[src/sv/ptvc_pkg.sv]
// ----------------------------------------------------------------------------
// ptvc_pkg: shared types, codes and arithmetic helpers
// Command and status bundles, sequencer codes, register map and the
// rounding and saturation helpers used by the force controller.
// ----------------------------------------------------------------------------
package ptvc_pkg;

  localparam int unsigned AXIS_COUNT = 3;
  localparam int unsigned QP_COUNT   = 10;

  // input commands
  localparam logic CMD_SAMPLE = 1'b0;
  localparam logic CMD_CLEAR  = 1'b1;

  // axis codes
  localparam logic [1:0] AXIS_X    = 2'd0;
  localparam logic [1:0] AXIS_Y    = 2'd1;
  localparam logic [1:0] AXIS_Z    = 2'd2;
  localparam logic [1:0] AXIS_NONE = 2'd3;

  // register map
  localparam logic [2:0] REG_POS_GAINS = 3'd0;
  localparam logic [2:0] REG_VEL_GAINS = 3'd1;
  localparam logic [2:0] REG_INT_GAINS = 3'd2;
  localparam logic [2:0] REG_MASS      = 3'd3;
  localparam logic [2:0] REG_GRAVITY   = 3'd4;

  localparam logic [47:0] POS_GAINS_RST = 48'd10995284052480;
  localparam logic [47:0] VEL_GAINS_RST = 48'd4398113620992;
  localparam logic [47:0] INT_GAINS_RST = 48'd1099528405248;
  localparam logic [15:0] MASS_RST      = 16'd384;
  localparam logic [20:0] GRAVITY_RST   = 21'd642689;

  // valid_flags bits
  localparam int unsigned VF_POS_T = 0;
  localparam int unsigned VF_VEL_T = 1;
  localparam int unsigned VF_ACC_T = 2;
  localparam int unsigned VF_POS_M = 3;
  localparam int unsigned VF_VEL_M = 4;

  // quaternion product slots
  localparam logic [3:0] QP_AA = 4'd0;
  localparam logic [3:0] QP_BB = 4'd1;
  localparam logic [3:0] QP_CC = 4'd2;
  localparam logic [3:0] QP_DD = 4'd3;
  localparam logic [3:0] QP_AB = 4'd4;
  localparam logic [3:0] QP_AC = 4'd5;
  localparam logic [3:0] QP_AD = 4'd6;
  localparam logic [3:0] QP_BC = 4'd7;
  localparam logic [3:0] QP_BD = 4'd8;
  localparam logic [3:0] QP_CD = 4'd9;
  localparam logic [3:0] QP_LAST_STEP = 4'd10;

  typedef enum logic [2:0] {
    ST_IDLE,
    ST_AXIS,
    ST_QUAT,
    ST_COL,
    ST_EMIT
  } ptvc_state_t;

  typedef enum logic [3:0] {
    AX_INIT,
    AX_VEL,
    AX_ACC1,
    AX_ACC2,
    AX_SP,
    AX_ERR,
    AX_EDT,
    AX_INT,
    AX_KP,
    AX_KV,
    AX_KI,
    AX_FF,
    AX_FORCE
  } axis_uop_t;

  typedef enum logic [1:0] {
    RS_LOAD,
    RS_MUL,
    RS_ACC,
    RS_FIN
  } rot_sub_t;

  typedef struct packed {
    logic       accept;
    logic       axis_en;
    axis_uop_t  axis_uop;
    logic       quat_en;
    logic [3:0] quat_step;
    logic       col_en;
    logic [1:0] col;
    logic [1:0] row;
    rot_sub_t   sub;
    logic       emit;
  } ptvc_cmd_t;

  typedef struct packed {
    logic close_cycle;
    logic out_free;
  } ptvc_stat_t;

  typedef struct packed {
    logic               clip;
    logic signed [31:0] val;
  } sat_res_t;

  function automatic logic signed [55:0] ext32(input logic signed [31:0] v);
    return {{24{v[31]}}, v};
  endfunction

  // round half up, then arithmetic shift
  function automatic logic signed [55:0] rnd_shr(input logic signed [55:0] x,
                                                 input int unsigned s);
    logic signed [55:0] bias;
    bias = 56'sd1 <<< (s - 1);
    return (x + bias) >>> s;
  endfunction

  function automatic sat_res_t sat32(input logic signed [55:0] x);
    sat_res_t r;
    if (x > 56'sd2147483647) begin
      r.clip = 1'b1;
      r.val  = 32'sh7FFF_FFFF;
    end else if (x < -56'sd2147483648) begin
      r.clip = 1'b1;
      r.val  = 32'sh8000_0000;
    end else begin
      r.clip = 1'b0;
      r.val  = x[31:0];
    end
    return r;
  endfunction

  function automatic logic [15:0] gain_sel(input logic [47:0] g, input logic [1:0] ax);
    logic [15:0] r;
    case (ax)
      AXIS_X:  r = g[15:0];
      AXIS_Y:  r = g[31:16];
      default: r = g[47:32];
    endcase
    return r;
  endfunction

  // quaternion component: 0 w, 1 x, 2 y, 3 z
  function automatic logic [15:0] q_comp(input logic [63:0] q, input logic [1:0] idx);
    logic [15:0] r;
    unique case (idx)
      2'd0: r = q[15:0];
      2'd1: r = q[31:16];
      2'd2: r = q[47:32];
      2'd3: r = q[63:48];
    endcase
    return r;
  endfunction

  // operand pair for each quaternion product slot
  function automatic logic [3:0] qp_pair(input logic [3:0] slot);
    logic [3:0] r;
    case (slot)
      QP_AA:   r = {2'd0, 2'd0};
      QP_BB:   r = {2'd1, 2'd1};
      QP_CC:   r = {2'd2, 2'd2};
      QP_DD:   r = {2'd3, 2'd3};
      QP_AB:   r = {2'd0, 2'd1};
      QP_AC:   r = {2'd0, 2'd2};
      QP_AD:   r = {2'd0, 2'd3};
      QP_BC:   r = {2'd1, 2'd2};
      QP_BD:   r = {2'd1, 2'd3};
      QP_CD:   r = {2'd2, 2'd3};
      default: r = 4'd0;
    endcase
    return r;
  endfunction

endpackage

[src/sv/ptvc_ctrl.sv]
// ----------------------------------------------------------------------------
// ptvc_ctrl: sequencer for the force controller
// Walks the axis update and, for a z sample, the quaternion products and
// the body-frame rotation, then hands the result to the output register.
// ----------------------------------------------------------------------------
module ptvc_ctrl import ptvc_pkg::*; (
  input  logic       clk,
  input  logic       rst_n,
  input  logic       in_valid,
  input  logic       in_cmd,
  input  logic [1:0] in_axis,
  output logic       in_stall,
  output ptvc_cmd_t  cmd,
  input  ptvc_stat_t stat
);

  ptvc_state_t state_r, state_nxt;
  axis_uop_t   uop_r, uop_nxt;
  logic [3:0]  qstep_r, qstep_nxt;
  logic [1:0]  col_r, col_nxt;
  logic [1:0]  row_r, row_nxt;
  rot_sub_t    sub_r, sub_nxt;

  always_ff @(posedge clk) begin
    if (!rst_n) begin
      state_r <= ST_IDLE;
      uop_r   <= AX_INIT;
      qstep_r <= '0;
      col_r   <= '0;
      row_r   <= '0;
      sub_r   <= RS_LOAD;
    end else begin
      state_r <= state_nxt;
      uop_r   <= uop_nxt;
      qstep_r <= qstep_nxt;
      col_r   <= col_nxt;
      row_r   <= row_nxt;
      sub_r   <= sub_nxt;
    end
  end

  // next state
  always_comb begin
    state_nxt = state_r;
    uop_nxt   = uop_r;
    qstep_nxt = qstep_r;
    col_nxt   = col_r;
    row_nxt   = row_r;
    sub_nxt   = sub_r;
    unique case (state_r)
      ST_IDLE: begin
        if (in_valid && in_cmd == CMD_SAMPLE && in_axis != AXIS_NONE) begin
          state_nxt = ST_AXIS;
          uop_nxt   = AX_INIT;
        end
      end
      ST_AXIS: begin
        if (uop_r == AX_FORCE) begin
          qstep_nxt = '0;
          state_nxt = stat.close_cycle ? ST_QUAT : ST_IDLE;
        end else begin
          uop_nxt = axis_uop_t'(4'(uop_r) + 4'd1);
        end
      end
      ST_QUAT: begin
        if (qstep_r == QP_LAST_STEP) begin
          state_nxt = ST_COL;
          col_nxt   = '0;
          row_nxt   = '0;
          sub_nxt   = RS_LOAD;
        end else begin
          qstep_nxt = qstep_r + 4'd1;
        end
      end
      ST_COL: begin
        unique case (sub_r)
          RS_LOAD: sub_nxt = RS_MUL;
          RS_MUL:  sub_nxt = RS_ACC;
          RS_ACC: begin
            if (row_r == 2'd2) begin
              sub_nxt = RS_FIN;
            end else begin
              row_nxt = row_r + 2'd1;
              sub_nxt = RS_LOAD;
            end
          end
          RS_FIN: begin
            row_nxt = '0;
            sub_nxt = RS_LOAD;
            if (col_r == 2'd2) begin
              state_nxt = ST_EMIT;
            end else begin
              col_nxt = col_r + 2'd1;
            end
          end
        endcase
      end
      ST_EMIT: begin
        if (stat.out_free) begin
          state_nxt = ST_IDLE;
        end
      end
      default: state_nxt = ST_IDLE;
    endcase
  end

  // outputs
  always_comb begin
    in_stall      = (state_r != ST_IDLE);
    cmd.accept    = (state_r == ST_IDLE) && in_valid;
    cmd.axis_en   = (state_r == ST_AXIS);
    cmd.axis_uop  = uop_r;
    cmd.quat_en   = (state_r == ST_QUAT);
    cmd.quat_step = qstep_r;
    cmd.col_en    = (state_r == ST_COL);
    cmd.col       = col_r;
    cmd.row       = row_r;
    cmd.sub       = sub_r;
    cmd.emit      = (state_r == ST_EMIT) && stat.out_free;
  end

endmodule

[config.mk]
export PLATFORM = sky130hd
export DESIGN_NAME = ptvc_ctrl
export DESIGN_NICKNAME = d
export VERILOG_FILES = /design/src/sv/ptvc_pkg.sv /design/src/sv/ptvc_ctrl.sv
export SDC_FILE = /design/constraint.sdc
export NUM_CORES = 1
export LEC_CHECK = 0
export BUFFER_PORTS_ARGS = -buffer_cell sky130_fd_sc_hd__buf_2
export CORE_AREA = 2 2 47 49
export DETAILED_ROUTE_END_ITERATION = 16
export DIE_AREA = 0 0 49 51
export PLACE_DENSITY = 0.78
export SLEW_MARGIN = 10
export SYNTH_ARGS = -nofsm -noshare
export SYNTH_HDL_FRONTEND = slang
export SYNTH_SLANG_ARGS = --single-unit
[constraint.sdc]
create_clock -name clk -period 4.1 [get_ports clk]
set_clock_uncertainty 0.2 [all_clocks]
set_input_delay 0.205 -clock clk [delete_from_list [all_inputs] [get_ports clk]]
set_output_delay 0.205 -clock clk [all_outputs]
set_load 0.005 [all_outputs]
==> metrics <==
status=finished clean; Placed Area=between 1000 and 1500 µm²; post-synthesis sequential area ratio=between 30% and 40%; filler instances=approximately 200; WP data arrival=just over 2 ns; Yosys Warn Count=0; most frequent cells after synthesis=17 x dfxtp_1, 14 x a21oi_1, 11 x nand2_1; layout cells sized above 1=22.2%; PD cells=353 nW/µm²; Critical Path Source Type=flip-flop; Final Cycle Share=around half; final hold vios=0; IO Pins=28; placed wire-length estimate=1.62 mm; stages on the worst setup path=4; async set-or-reset flop fraction in the synthesized netlist=0%; total number of vias=~950; clk buf depth=2; RSZ-0062 raised after global routing=no; crit path to=uop_r[3]$_SDFFE_PN0P_; Final ANT Viol Nets=0; kind of cell adding the most delay to the critical path=simple AND/OR/NAND/NOR gates; Worst EP required=between 4 and 5 ns; Congestion Overflow GR=0; synth top area cells=dfxtp_1 34%, ha_1 7.5%, a21oi_1 7.0%; leading area contributor after synthesis=dfxtp_1; worst-path maximum fanout=9; CTS buffer count=3; CTS Sinks=17; clock-pin slew on the worst setup and hold paths=approximately 0.10 ns; Cell Area, Synth=slightly above 1000 µm²; number of global-route vias before repair=~790; synthesized flop and latch total=17; reg-to-reg critical path endpoint=uop_r[3]$_SDFFE_PN0P_; Initial DRC Count=7; Placed Instances=between 150 and 200; routed vias/inst=about 5.2; WL per Instance=11.6 µm; final setup fails=0; WS Path Type=reg -> reg; Synth Flop Type=dfxtp_1; Max Slew Vio Count=0; Mapped Nets=between 100 and 150; ANT cells=0; critical path's largest stage delay=about 0.52 ns; Setup TNS=0 ns; Fmax=about 490 MHz; pin count of the biggest net entering global routing=13; Worst slew margin=about two thirds; Core Area=2060 µm²; Leakage=approximately 0.54 nW; Die Area=approximately 2500 µm²; Post-route DRC=0; initial core utilization=48.8%; Worst setup startpoint=state_r[0]$_SDFFE_PN0P_; Distinct cells, synth=36; Max VDD drop=about 260 µV; Worst Max-Slew Pin Slew=0.502 ns; Mapped Cells=125; Final Instance Area=around 1200 µm²; Crit. End Element=flip-flop; Nets=~170; Placer Congestion=0.782; synthesized area per cell=8.06 µm²; Final Routed Wirelength=2.10 mm; overall power=between 0.4 and 0.5 mW; first-pass GRT wire length=around 3.4 mm; # rows=17; Initial DRT Pass Iterations=4; number of flops mapped to enable cells by yosys=0; Overall Global Routing Usage=17.8%; # Max-Cap Violations=0; CTS Root Cell=clkbuf_4; reg2reg start=state_r[0]$_SDFFE_PN0P_; antenna violations before repair=0; Crit path buffers/inverters=0; Die X-Extent=a little under 50 µm; reg2reg setup slack=about 2.1 ns; CTS tree=built; H-Tree Depth=1; post-route minimum period=a little over 2 ns; Worst Hold Class=in -> reg; most numerous cell in the Yosys netlist=dfxtp_1; crit path cell chain=nor3b_2, a32oi_1, or3_1, a21oi_1; area fraction of the dominant cell type after synthesis=about a third; Non-Filler Instances=approximately 180; P&R area growth vs syn=17.1%; slowest CP cell=dfxtp_1; clk_lat worst skew=~0.29 ns; FF-to-FF path depth=4; IO Port Bufs=27; die height=~51 µm
worst min-delay path, stage by stage:
cell	delay (ns)
buf_2	0.09
nor4b_1	0.05
nand2_1	0.06
o31ai_1	0.05
flip-flops by register name (all words and copies together), names as in the netlist:
register and count:
row_r 2, uop_r 4, col_r 2, qstep_r 4, state_r 3, sub_r 2
where the power goes:
part	switching [mW]	leakage, nW	internal, mW
Combinational	0.0754	0.389	0.0540
Clock	0.0520	0.0150	0.0378
Sequential	0.0210	0.137	0.176
Total	0.148	0.541	0.268
cells by family (layout without fill, tap and decap cells):
kind of cell | after synthesis | count (layout) | synth area share (%)
mux | 1 | 1 | 0.994
simple gates | 53 | 53 | 31.2
xor+xnor | 1 | 1 | 0.870
fa+ha+maj | 6 | 6 | 7.45
compound gates | 33 | 33 | 18.6
buf+inv | 14 | 42 | 7.08
flops | 17 | 17 | 33.8
stage by stage:
stage          util [%]  hold slack [ns]  worst slack [ns]
3_3_place_gp       55.4            0.281              2.17
6_report           57.2           0.0156              2.07
5_1_grt            57.2           0.0246              1.93
4_1_cts            57.2          0.00556              2.09
3_5_place_dp       55.4            0.285              2.13
2_1_floorplan         -            0.113              2.29
cell type report:
type	count	area, µm²	area share [%]
multi-input combinational	94	596	50.5
inverter	10	37.5	3.18
tap	28	35.0	2.97
sequential	17	340	28.8
timing repair buffer	28	145	12.3
clock buffer	4	26.3	2.23
metal layers:
metal	vias up	routed length [µm]	track usage (%)
met5	-	0	0
met2	15	961	29.7
met1	423	1040	21.7
li1	505	-	-
met3	2	87	4.09
met4	0	17	8.57
how the worst min path moves through the flow:
stage,from,end,slack [ns],cells past startpoint
after floorplan,rst_n,state_r[2]$_SDFFE_PN0P_,0.11,2
after global placement,uop_r[3]$_SDFFE_PN0P_,uop_r[3]$_SDFFE_PN0P_,0.28,2
after detailed placement,qstep_r[3]$_SDFFE_PN0P_,qstep_r[3]$_SDFFE_PN0P_,0.28,1
after CTS,stat[0],state_r[2]$_SDFFE_PN0P_,0.006,4
after global routing,stat[0],state_r[2]$_SDFFE_PN0P_,0.02,4
final,stat[0],state_r[2]$_SDFFE_PN0P_,0.02,4
cell usage in the layout (no fill, tap or decap), types with 2 or more instances in the layout:
master and count:
dfxtp_1 17, nor2_1 9, a31oi_1 2, o31ai_1 2, buf_2 27, and2_1 2, nor2b_1 3, or4_1 4
clkbuf_4 3, or3_1 3, nand2_1 11, a21oi_1 14, o21ai_0 10, nand3_1 5, nand3b_1 3, nor3_1 2
nand4_1 3, inv_2 2, ha_1 6, inv_1 8
what timing repair did:
| item | 4_1_cts | 5_1_grt |
|---|---|---|
| endpoints found under the hold margin | 1 | 0 |
| hold buffers | 1 | 0 |
| buffers inserted | 0 | 0 |
| resized for setup | 0 | 0 |
No activity file was read; power rests on OpenSTA's default activity.
